### src/cht_pkg.sv
// ----------------------------------------------------------------------------
// cht_pkg
// shared types and codes of the cuckoo hash table
// ----------------------------------------------------------------------------
`default_nettype none
package cht_pkg;
    localparam logic [1:0] REQ_INSERT = 2'd0;
    localparam logic [1:0] REQ_LOOKUP = 2'd1;
    localparam logic [1:0] REQ_DELETE = 2'd2;

    localparam logic [1:0] ST_DONE    = 2'd0;
    localparam logic [1:0] ST_MISS    = 2'd1;
    localparam logic [1:0] ST_FAILED  = 2'd2;

    localparam logic [0:0] CFG_KICKS  = 1'b0;
    localparam logic [0:0] CFG_MULT   = 1'b1;

    localparam logic [6:0]  KICKS_RESET = 7'd10;
    localparam logic [63:0] MULT_RESET  = 64'd11400714819323198485;

    typedef struct packed {
        logic [1:0]  req_type;
        logic [63:0] key;
        logic [63:0] payload;
    } t_req;

    typedef struct packed {
        logic [1:0]  status;
        logic [63:0] found_payload;
        logic [63:0] homeless_key;
        logic [63:0] homeless_payload;
    } t_rsp;

    // multiplier control between sequencer and unit
    typedef struct packed {
        logic        start;
        logic [63:0] a;
        logic [63:0] b;
    } t_mul_req;
endpackage
`default_nettype wire

### src/cht_mul.sv
// ----------------------------------------------------------------------------
// cht_mul
// 64x64 low-half multiplier, three 32x32 partial products through one multiplier
// ----------------------------------------------------------------------------
`default_nettype none
module cht_mul (
    input  wire logic              i_clk,
    input  wire logic              i_rst_n,
    input  wire cht_pkg::t_mul_req i_req,
    output logic                   o_done,
    output logic [63:0]            o_prod
);
    logic [2:0]  r_step;
    logic [63:0] r_a;
    logic [63:0] r_b;
    logic [63:0] r_acc;
    logic [63:0] r_pp;
    logic [31:0] w_x;
    logic [31:0] w_y;
    logic [63:0] w_pp;

    // partial product select: lo*lo, lo*hi, hi*lo
    always_comb begin
        case (r_step)
            3'd2:    begin w_x = r_a[31:0];  w_y = r_b[63:32]; end
            3'd3:    begin w_x = r_a[63:32]; w_y = r_b[31:0];  end
            default: begin w_x = r_a[31:0];  w_y = r_b[31:0];  end
        endcase
    end

    // the one shared 32x32 product
    assign w_pp = {32'd0, w_x} * {32'd0, w_y};

    always_ff @(posedge i_clk) begin
        if (!i_rst_n) begin
            r_step <= 3'd0;
            o_done <= 1'b0;
        end else begin
            o_done <= !i_req.start && (r_step == 3'd4);
            if (i_req.start) begin
                r_a    <= i_req.a;
                r_b    <= i_req.b;
                r_acc  <= 64'd0;
                r_step <= 3'd1;
            end else if (r_step != 3'd0) begin
                // registered multiply, then accumulate next cycle
                case (r_step)
                    3'd1: begin
                        r_pp   <= w_pp;
                        r_step <= 3'd2;
                    end
                    3'd2: begin
                        r_acc  <= r_pp;
                        r_pp   <= w_pp;
                        r_step <= 3'd3;
                    end
                    3'd3: begin
                        r_acc  <= r_acc + {r_pp[31:0], 32'd0};
                        r_pp   <= w_pp;
                        r_step <= 3'd4;
                    end
                    default: begin
                        o_prod <= r_acc + {r_pp[31:0], 32'd0};
                        r_step <= 3'd0;
                    end
                endcase
            end
        end
    end
endmodule
`default_nettype wire

### config.mk
export PLATFORM = sky130hd
export DESIGN_NAME = cht_mul
export DESIGN_NICKNAME = d
export VERILOG_FILES = /design/src/cht_pkg.sv /design/src/cht_mul.sv
export SDC_FILE = /design/constraint.sdc
export NUM_CORES = 2
export LEC_CHECK = 0
export ABC_AREA = 1
export BUFFER_PORTS_ARGS = -buffer_cell sky130_fd_sc_hd__buf_2
export CORE_ASPECT_RATIO = 0.75
export CORE_MARGIN = 4
export CORE_UTILIZATION = 60
export CTS_BUF_LIST = sky130_fd_sc_hd__clkbuf_2 sky130_fd_sc_hd__clkbuf_4 sky130_fd_sc_hd__clkbuf_8
export DETAILED_ROUTE_END_ITERATION = 6
export PLACE_DENSITY = 0.89
export SKIP_LAST_GASP = 1
export SYNTH_ARGS = -nofsm -noshare
export SYNTH_HDL_FRONTEND = slang
export SYNTH_SLANG_ARGS = --single-unit
export TNS_END_PERCENT = 20
### constraint.sdc
create_clock -name i_clk -period 7.6 [get_ports i_clk]
set_clock_uncertainty 0.15 [all_clocks]
set_input_delay 1.9 -clock i_clk [delete_from_list [all_inputs] [get_ports i_clk]]
set_output_delay 1.9 -clock i_clk [all_outputs]
set_load 0.01 [all_outputs]
==> impl_metrics.yaml <==
outcome:
  status: "finished, violations left"
  violations: "DRC, setup timing"
yosys:
  syn_nets: 6951
  yosysUniqueCellTypes: 35
  synth_edf_count: 320
  yosysMostFrequentCell: "inv_1"
  synthArstFlopShare: 0
  yosysSeqAreaShare: 0.2021
  synthTopCellsByCount: "1,351 x inv_1, 1,286 x nand2_1, 897 x fa_1, 834 x nor2_1, 320 x edfxtp_1"
  synthFlopType: "edfxtp_1"
  yosys.area.top_type_share: 0.3746
  synthCells: 5629
  syn_area_per_cell_um2: 8.517
  ys_ff_latch: 324
  ys_warn_count: 0
  synth_top_area_cell: "fa_1"
  synth.area.top_cells: "fa_1 37%, edfxtp_1 20%, inv_1 11%"
  syn_area_um2: 47940
die:
  num_rows: 89
  coreArea_um2: 78950
  initial_core_util: 0.6072
  die-area_um2: 84540
  io_pins: 196
  die-width_um: 334.4
  fp.dieH_um: 252.8
worst_setup_path:
  worstSetupPathType: "reg2reg"
  cpPeakStageDelay_ps: 600
  worst-path-buf-inv: 15
  crit_path_end_kind: "register"
  worstSetupStartpointType: "register"
  cp_max_fo: 17
  crit_family: "adder cells"
  worstPathArrival_ps: 8270
  slowest_stage: "fa_1"
  critical_path_required_ps: 8020
  ff2ff_setup_slack_ps: -250
  cpMostUsedCell: "fa_1"
grt:
  overflow: 0
  antenna_found_initial: 9
  grt_pass1_wl_mm: 253.0
  grt_pass1_vias: 43004
  grtUsageTotal: 0.4045
  grt_start_max_net_pins: 81
clock_network:
  clk_pin_slew_ps: 70
  htree_levels: 2
  cts_tree: "yes"
  clock_latency_ps: 700
  cts_hold_buffers: 0
  root_buffer: "clkbuf_8"
  cts_buffer_depth: 3
  clkSinkCount: 324
  cts_made_buffers: 51
sta:
  rsz0062_at_grt: "true"
  timing.final.crit_share: 1.033
  setup_viol: 43
  tightest_slew_ps: 986.1
  fmax_mhz: 127.3
  setup_ws_ps: -254.1
  period_minus_slack_ps: 7854
  slew_viol_final: 0
  max-slew-margin-rel: 0.3426
  hold_viol: 0
final_layout:
  multi_input_area_um2: 33550
  post_route_cells_drive_above_1_share: 0.1944
  regArea_um2: 9696
  nFillCells: 5437
  nNetsFinal: 7584
  syn_to_final_growth_pct: 19.93
  stdcell_area_um2: 57500
detailed_routing:
  ant_nets: 0
  drtIter0Drc: 5244
  finalWirelength_mm: 171.4
  drtPass1Iterations: 7
  wl_per_cell_um: 23.33
  vias_per_cell: 5.707
  drc: 2
  vias: 41940
hold_path:
  min_path_type: "reg2reg"
place:
  io_buffer_count: 195
  gp_congestion: 1.080
  dpl-instance-area_um2: 54440
  dpl_worst_slack_ps: -643.0
  dp_hpwl_mm: 140.2
flow_run:
  maxCapViolCount: 0
final timing paths:
path,to,start,depth (start not counted)
setup / recovery,r_pp[35]$_DFFE_PP_,r_step[2]$_SDFFE_PP0P_,35
hold / removal,o_prod[1]$_DFFE_PP_,r_acc[1]$_SDFFCE_PP0P_,0
setup reg to reg,r_pp[35]$_DFFE_PP_,r_step[2]$_SDFFE_PP0P_,35
hold reg to reg,o_prod[1]$_DFFE_PP_,r_acc[1]$_SDFFCE_PP0P_,0
flip-flops by register name, summed over array words and instances (netlist names):
register,count
r_b,64
o_prod,64
r_a,64
r_acc,64
r_step,3
r_pp,64
o_done,1
per-layer routing:
metal,part of all wire,wire [µm],global-route usage
met4,0.065,11220,0.2045
met3,0.17,29160,0.1798
met2,0.40,68810,0.5632
met1,0.36,62160,0.5396
met5,0.00040,69,0
repair_timing:
| item | in CTS | in global routing |
|---|---|---|
| pin swaps | 42 | 75 |
| endpoints found under the setup margin | 44 | 47 |
| cloned | 3 | 2 |
| resized for setup | 178 | 226 |
| buffers inserted | 16 | 17 |
cell usage in the layout, fill, tap and decap left out, types with 6 or more instances in the layout:
cell type  synthesis  layout
a21oi_1           73      57
a21oi_2            0      15
buf_12             0      82
buf_2            113     196
buf_4              3     447
buf_6              1      33
bufinv_16          0       9
clkbuf_4           0       8
clkbuf_8           0      52
clkinv_1           9      13
clkinv_2           0      13
edfxtp_1         320     320
fa_1             897     868
fa_2               0      29
ha_1             294     265
ha_4               0      25
inv_1           1351    1334
inv_2             32      35
inv_4              0      10
nand2_1         1286    1224
nand2_2            0      51
nand2_4            0      11
nand3_1           97      87
nand3_2            0       9
nand3b_1           7       7
nand4_1            9       9
nor2_1           834     736
nor2_2             0      78
nor2_4             1      21
nor3_1            13       7
o21ai_0           77      63
o21ai_1           18      11
o21ai_2           30      34
o21ai_4            6      23
o21bai_1           8       6
xor2_1            54      52
cells by family (layout without fill, tap and decap cells):
| kind of cell | after synthesis | after routing | synth area share |
|---|---|---|---|
| compound gates | 217 | 217 | 0.02706 |
| xor+xnor | 59 | 59 | 0.01078 |
| fa+ha+maj | 1191 | 1191 | 0.4513 |
| buf+inv | 1575 | 2247 | 0.1267 |
| flops | 324 | 324 | 0.2021 |
| other cells | 0 | 2 | 0 |
| simple gates | 2263 | 2263 | 0.1821 |
final cells by class:
cell class / instances / share of cell area
diodes: 2 / 0.00008705
clock buffers: 60 / 0.01349
repair buffers: 763 / 0.1127
inverters: 1392 / 0.09179
clock inverters: 32 / 0.007029
flip-flops and latches: 324 / 0.1686
well taps: 1046 / 0.02276
multi-input cells: 3730 / 0.5836
metrics by stage:
step,hold slack [ps],instances,TNS [ps],utilization
CTS,295.6,7329,-1862,0.7166
global route,309.9,7348,-15350,0.7282
detailed placement,280.4,7219,-15990,0.6895
floorplan,270.8,5629,0,-
global placement,276.8,7219,-11390,0.6895
finish,296.3,7349,-6400,0.7282
Power is not shown: default switching activity piles up to over one toggle a cycle in this logic, so the estimate is an artifact.
