<file path="config.mk">
export PLATFORM = sky130hd
export DESIGN_NAME = cht_ram
export DESIGN_NICKNAME = d
export VERILOG_FILES = /design/src/cht_ram.sv
export SDC_FILE = /design/constraint.sdc
export NUM_CORES = 1
export LEC_CHECK = 0
export ABC_AREA = 1
export BUFFER_PORTS_ARGS = -buffer_cell sky130_fd_sc_hd__buf_2
export CAP_MARGIN = 0
export CORE_MARGIN = 1
export CORE_UTILIZATION = 55
export CTS_CLUSTER_SIZE = 25
export DETAILED_ROUTE_END_ITERATION = 6
export PLACE_DENSITY = 0.78
export SYNTH_ARGS = -nofsm -noshare
export SYNTH_HDL_FRONTEND = slang
export SYNTH_SLANG_ARGS = --single-unit
</file>
<file path="constraint.sdc">
create_clock -name i_clk -period 3.6 [get_ports i_clk]
set_input_delay 0.18 -clock i_clk [delete_from_list [all_inputs] [get_ports i_clk]]
set_output_delay 0.18 -clock i_clk [all_outputs]
set_load 0.01 [all_outputs]
</file>
<file path="src/cht_ram.sv">
// ----------------------------------------------------------------------------
// cht_ram
// single port ram with registered read
// ----------------------------------------------------------------------------
`default_nettype none
module cht_ram #(
    parameter int WIDTH = 8,
    parameter int DEPTH = 16
) (
    input  wire logic                     i_clk,
    input  wire logic                     i_we,
    input  wire logic [$clog2(DEPTH)-1:0] i_addr,
    input  wire logic [WIDTH-1:0]         i_wdata,
    output logic      [WIDTH-1:0]         o_rdata
);
    logic [WIDTH-1:0] r_mem [DEPTH];

    always_ff @(posedge i_clk) begin
        if (i_we) begin
            r_mem[i_addr] <= i_wdata;
        end
        o_rdata <= r_mem[i_addr];
    end
endmodule
`default_nettype wire

</file>
==> results of run 1 <==
-- logic make-up (layout without fill, tap and decap cells) --
logic type    after synthesis  after routing  synth area share, %
buf+inv                    44             79                3.624
simple gates              368            368                24.79
flops                     136            136                71.59
-- stage by stage --
step           hold slack [ns]  setup slack [ns]  std cells  util [%]  instance area (µm²)
2_1_floorplan           0.2789             2.043        548         -                 5593
3_3_place_gp            0.5729             1.671        684     58.77                 5771
3_5_place_dp            0.5731             1.556        684     58.77                 5771
4_1_cts                0.07302             2.105        716     65.19                 6401
5_1_grt                0.08170             1.985        716     65.19                 6401
6_report               0.09493             2.059        716     65.19                 6401
-- power by group --
group | total (W) | internal, W | switching, W
combinational | 0.000211 | 0.0000536 | 0.000158
clock | 0.00181 | 0.00118 | 0.000629
sequential | 0.00178 | 0.00177 | 0.00000918
-- synthesized netlist by cell type --
library cell / count / area (µm²)
buf_2: 12 / 60.06
buf_4: 6 / 45.04
clkbuf_1: 3 / 11.26
clkinv_1: 1 / 3.750
dfxtp_1: 8 / 160.2
edfxtp_1: 128 / 3844
inv_1: 21 / 78.83
inv_2: 1 / 3.750
nand2_1: 346 / 1299
nand3_1: 4 / 20.02
nor2_1: 18 / 67.56
-- per-layer routing --
metal,track usage (%),up-vias,wire length [µm]
met4,11.92,0,281
met1,31.42,1779,4788
met3,4.542,24,714
met2,43.38,167,6285
li1,-,1796,-
met5,0,-,0
-- worst max-delay path: stages --
cell and delay, ns:
buf_2 0.47, nand3_1 0.39, nor2_1 0.63
-- state kept, by name (all words and copies together) (netlist names) --
| register | flops |
|---|---|
| r_mem | 128 |
| o_rdata | 8 |
-- area by class of cell --
cell class / instances / share of cell area [%]
sequential: 136 / 62.55
tap: 133 / 2.600
multi-input combinational: 368 / 21.66
clock buffer: 22 / 7.232
clock inverter: 10 / 2.619
inverter: 23 / 1.349
timing repair buffer: 24 / 1.994
-- worst paths after layout --
path                start            to  slack [ns]  cells after the start
max             i_addr[1]  r_mem[10][3]        2.06                      3
min            i_wdata[5]   r_mem[3][5]        0.09                      1
max reg2reg  r_mem[13][0]    o_rdata[0]        2.54                      8
min reg2reg  r_mem[12][6]    o_rdata[6]        0.72                      8
==> flow_summary.toml, run 1 <==
[floorplan]
ios = 22
die_y_um = 102.8
rows = 36
core_area_um2 = 9819
start_util_pct = 56.96
dieArea_um2 = 10580
die_x_um = 102.8

[cells_and_area]
drive_gt1_share_pct = 9.434
regArea_um2 = 4004
area_growth_pct = 14.45
insertedDiodeCount = 0
layout.nets = 584
nFillCells = 770
multi_input_area_um2 = 1386
layout_common_cells = "nand2_1, edfxtp_1, inv_1, buf_2, nor2_1"
layout_commonest_cell = "nand2_1"

[clock_tree]
cts_setup_buffers = 0
clkLatencyLatePin_ns = 0.52
numCtsBuffers = 17
clockRootBuffer = "clkbuf_8"
cts_tree = "yes"
cts_sinks = 136
ctsResizeCount = 0
cts.htree.levels = 4
cts.clk_slew.worst_paths_ns = 0.06
ctsHoldBuffers = 0
cts_buffer_depth = 2

[place]
gp_congestion = 0.9032
detailed_place_hpwl_um = 7143
port_buffers = 21

[worst_setup_path]
end_kind = "flip-flop"
arrival_ns = 1.68
worstSetupPathType = "in -> reg"
cp-start-kind = "input pin"
cp_data_required_time_ns = 3.74
crit_fanout = 35

[timing]
period_minus_slack_ns = 1.541
rsz0062_at_grt = "false"
tns_ns = 0
drv_slew = 0
finalSetupViolCount = 0
slew_headroom_pct = 48.31
fmax_mhz = 649.0
worst_pin_slew_ns = 0.7725
final.period_utilization_pct = 42.80
fin_skew_ns = 0.006968
hold_viol = 0

[synthesis]
ys_seq_area_share_pct = 71.59
yosysWarnings = 0
yosysUniqueCellTypes = 11
ys_ff_latch = 136
synth_fp_nets = 562
synth.cell_area_um2 = 5593
syn_avg_cell_area_um2 = 10.21
syn-instance-count = 548

[drt]
wl_um = 12070
drcViolationCount = 0
num_vias = 3766
ant_nets = 0
viasPerCell = 5.260
drt_first_pass_iters = 5
wl_per_cell_um = 16.86
drt_iter0_drc = 294

[grt]
grt_start_max_net_pins = 57
antenna_found_initial = 0
grt_usage_pct = 25.32
grt_overflow = 0
grt_pass1_wl_um = 18790
grt_pass1_vias = 3717

[power]
power_density_nw_per_um2 = 594.2
finalPower_w = 0.003804
p_leak_nw = 2.747
vdd_drop_max_uv = 329.3

[worst_hold_path]
hp-class = "in -> reg"

[run]
maxCapViolations = 0

[run_status]
status = "finished clean"
Power figures use the tool's default switching activity.
==> run 2, diff against run 1 <==
==> config.mk (replaced) <==
export PLATFORM = sky130hd
export DESIGN_NAME = cht_ram
export DESIGN_NICKNAME = d
export VERILOG_FILES = /design/src/cht_ram.sv
export SDC_FILE = /design/constraint.sdc
export NUM_CORES = 1
export LEC_CHECK = 0
export ABC_AREA = 0
export BUFFER_PORTS_ARGS = -buffer_cell sky130_fd_sc_hd__buf_2
export CAP_MARGIN = 0
export CORE_MARGIN = 1
export CORE_UTILIZATION = 54
export CTS_CLUSTER_SIZE = 25
export DETAILED_ROUTE_END_ITERATION = 6
export PLACE_DENSITY = 0.8
export SYNTH_ARGS = -nofsm -noshare
export SYNTH_HDL_FRONTEND = slang
export SYNTH_SLANG_ARGS = --single-unit
==> constraint.sdc (replaced) <==
create_clock -name i_clk -period 1.26 [get_ports i_clk]
set_input_delay 0.063 -clock i_clk [delete_from_list [all_inputs] [get_ports i_clk]]
set_output_delay 0.063 -clock i_clk [all_outputs]
set_load 0.01 [all_outputs]
==> run 2 against run 1 <==
Compared with the run above:
- the flow now finishes with violations (negative setup slack)
- non-clock buffer count increased by 32
- die area shrank 7.6%
- via count fell by 33%
- combinational power rose to 2.9 times the previous value
- count of clock-buffer cells in the layout decreased by 4
- synthesized cell count down 58%
- sequential cell count unchanged
- sequential share of layout area down 0.59 points
- register-to-register slack worse by 2.6 ns
- sequential power rose to 2.9 times the previous value
- worst hold slack better by 0.11 ns
- worst setup slack got worse by 2.1 ns
- largest power group unchanged
- highest routed layer unchanged
==> flow_summary.toml, run 2 <==
[synthesis]
ys_ff_latch = 136
yosysTopAreaCell = "edfxtp_1"
ys_seq_area_share_pct = 79.01
yosysWarnings = 0
syn_avg_cell_area_um2 = 22.03
synthDominantCellAreaShare_pct = 75.85
syn-instance-count = 230
yosysUniqueCellTypes = 18
synth.area.top_cells = "edfxtp_1, mux4_2, dfxtp_1"
synth_fp_nets = 244
synth_flop_cell = "edfxtp_1"
synth_most_common_cell = "edfxtp_1"
async_flop_share_pct = 0
synth_commonest_cells = "edfxtp_1, mux4_2, a22oi_1, nor2_1, nand2_1"
synth.cell_area_um2 = 5067
synth_edf_count = 128

[floorplan]
ios = 22
die_x_um = 98.87
dieArea_um2 = 9775
die_y_um = 98.87
core_area_um2 = 8891
start_util_pct = 56.99
rows = 34

[grt]
grt_pass1_vias = 2538
grt_pass1_wl_um = 15230
antenna_found_initial = 0
grt_usage_pct = 23.20
grt_start_max_net_pins = 19
grt_overflow = 0

[drt]
viasPerCell = 6.055
ant_nets = 0
wl_um = 10200
drt_first_pass_iters = 4
drt_iter0_drc = 241
drcViolationCount = 0
num_vias = 2513
wl_per_cell_um = 24.57

[power]
power_density_nw_per_um2 = 1678
finalPower_w = 0.01084
vdd_drop_max_uv = 1600
p_leak_nw = 2.146

[place]
gp_congestion = 0.7738
port_buffers = 21
detailed_place_hpwl_um = 6221

[worst_setup_path]
worstRegToRegCells = 3
cp_data_required_time_ns = 1.67
r2r_end = "o_rdata[3]"
crit_fanout = 1
reg2reg_slack_ns = -0.05
cp_cell_sequence = "mux4_2 > a22oi_2 > nand2_1"
max_stage_delay_ns = 0.51
cp-start-kind = "flip-flop"
r2r-start = "r_mem[2][3]"
worstSetupPathType = "reg -> reg"
arrival_ns = 1.71
end_kind = "flip-flop"
crit_path_top_delay_cell = "mux4_2"

[run_status]
status = "finished, violations left"
violations = "negative setup slack"

[timing]
worst_pin_slew_ns = 0.8378
finalSetupViolCount = 8
worst_hold_slack_ns = 0.2012
fin_skew_ns = 0.005927
final.period_utilization_pct = 103.7
drv_slew = 0
period_minus_slack_ns = 1.307
setup_slack_ns = -0.04650
fmax_mhz = 765.4
slew_headroom_pct = 44.03
rsz0062_at_grt = "true"
hold_viol = 0

[cells_and_area]
drive_gt1_share_pct = 45.60
largest_reg_flops = 128
reg_top3 = "r_mem: 128 flops, o_rdata: 8 flops"
layout.nets = 308
area_growth_pct = 27.53
finish.utilization_pct = 72.69
regMostFlops = "r_mem"
nFillCells = 490
layout_common_cells = "edfxtp_1, mux4_2, buf_2"
insertedDiodeCount = 0
layout_commonest_cell = "edfxtp_1"

[clock_tree]
cts_tree = "yes"
cts.clk_slew.worst_paths_ns = 0.06
cts_setup_buffers = 0
cts_buffer_depth = 2
clockRootBuffer = "clkbuf_8"
cts_sinks = 136
numCtsBuffers = 17
cts.htree.levels = 4
clkLatencyLatePin_ns = 0.53

[worst_hold_path]
hp-start = "i_addr[2]"
holdPathStages = 4
hp-class = "in -> reg"
min_delay_worst_endpoint = "r_mem[3][6]"

[run]
maxCapViolations = 0
run 2: cell types whose count changed after synthesis, sizes merged, moves of 3 or more:
cell / delta
nor3: +4
mux4: +32
nand3: -3
a22oi: +16
buf: -10
nor2: -5
inv: -22
nand2: -337
run 2: kinds of logic (layout without fill, tap and decap cells):
logic type / after synthesis / in the layout / synth area share, %
buffers and inverters: 11 / 88 / 1.185
multiplexers: 32 / 32 / 14.22
AND/OR/NAND/NOR: 35 / 35 / 3.210
flip-flops: 136 / 136 / 79.01
AO/OA/AOI/OAI: 16 / 16 / 2.370
run 2: how the worst max path moves through the flow:
| stage | startpoint | to | slack, ns | cells after the start |
|---|---|---|---|---|
| after floorplan | i_addr[2] | r_mem[0][0] | -0.08 | 2 |
| final | r_mem[2][3] | o_rdata[3] | -0.05 | 3 |
| after CTS | r_mem[3][7] | o_rdata[7] | -0.06 | 3 |
| after global placement | i_addr[0] | o_rdata[3] | -0.23 | 5 |
| after detailed placement | i_addr[0] | o_rdata[7] | -0.29 | 5 |
| after global routing | r_mem[7][6] | o_rdata[6] | -0.09 | 3 |
run 2: final cells by class:
class | instances | area [µm²] | share of cell area (%)
Multi-Input combinational cell | 83 | 1124 | 17.39
Clock inverter | 14 | 196.4 | 3.040
Clock buffer | 18 | 427.9 | 6.621
Timing Repair Buffer | 56 | 575.6 | 8.906
Sequential cell | 136 | 4004 | 61.96
Tap cell | 108 | 135.1 | 2.091
run 2: layer usage:
layer | part of all wire [%] | up-vias | global-route usage, % | wire [µm]
met5 | 0 | - | 0 | 0
met2 | 49 | 110 | 34.64 | 4981
met4 | 1.0 | 0 | 9.989 | 107
li1 | - | 1097 | - | -
met1 | 42 | 1296 | 33.42 | 4244
met3 | 8.5 | 10 | 5.248 | 865
run 2: what timing repair did:
action,4_1_cts,5_1_grt
setup endpoints to repair,8,8
endpoints found under the hold margin,128,0
hold buffers,8,0
gates cloned,0,0
gates resized for setup,10,1
pin swaps,8,1
run 2: worst max-delay path, delay by kind of cell, from the launching register on:
family / cells / cell delay [ns]
AND/OR/NAND/NOR: 1 / 0.08
multiplexers: 1 / 0.51
AO/OA/AOI/OAI: 1 / 0.21
flip-flops: 1 / 0.38
run 2: metrics by stage:
stage               area, µm²  setup TNS (ns)  cells  setup WS [ns]
floorplan                5135          -3.708    230       -0.08117
global placement         5703          -8.320    375        -0.2299
detailed placement       5703          -9.949    375        -0.2884
CTS                      6457         -0.2243    415       -0.05553
global route             6462         -0.5346    415       -0.09097
finish                   6462         -0.1984    415       -0.04650
run 2: report_power, final:
part	internal (W)	switching, W	total, W
Combinational	0.000275	0.000337	0.000612
Sequential	0.00506	0.0000326	0.00509
Clock	0.00328	0.00186	0.00514
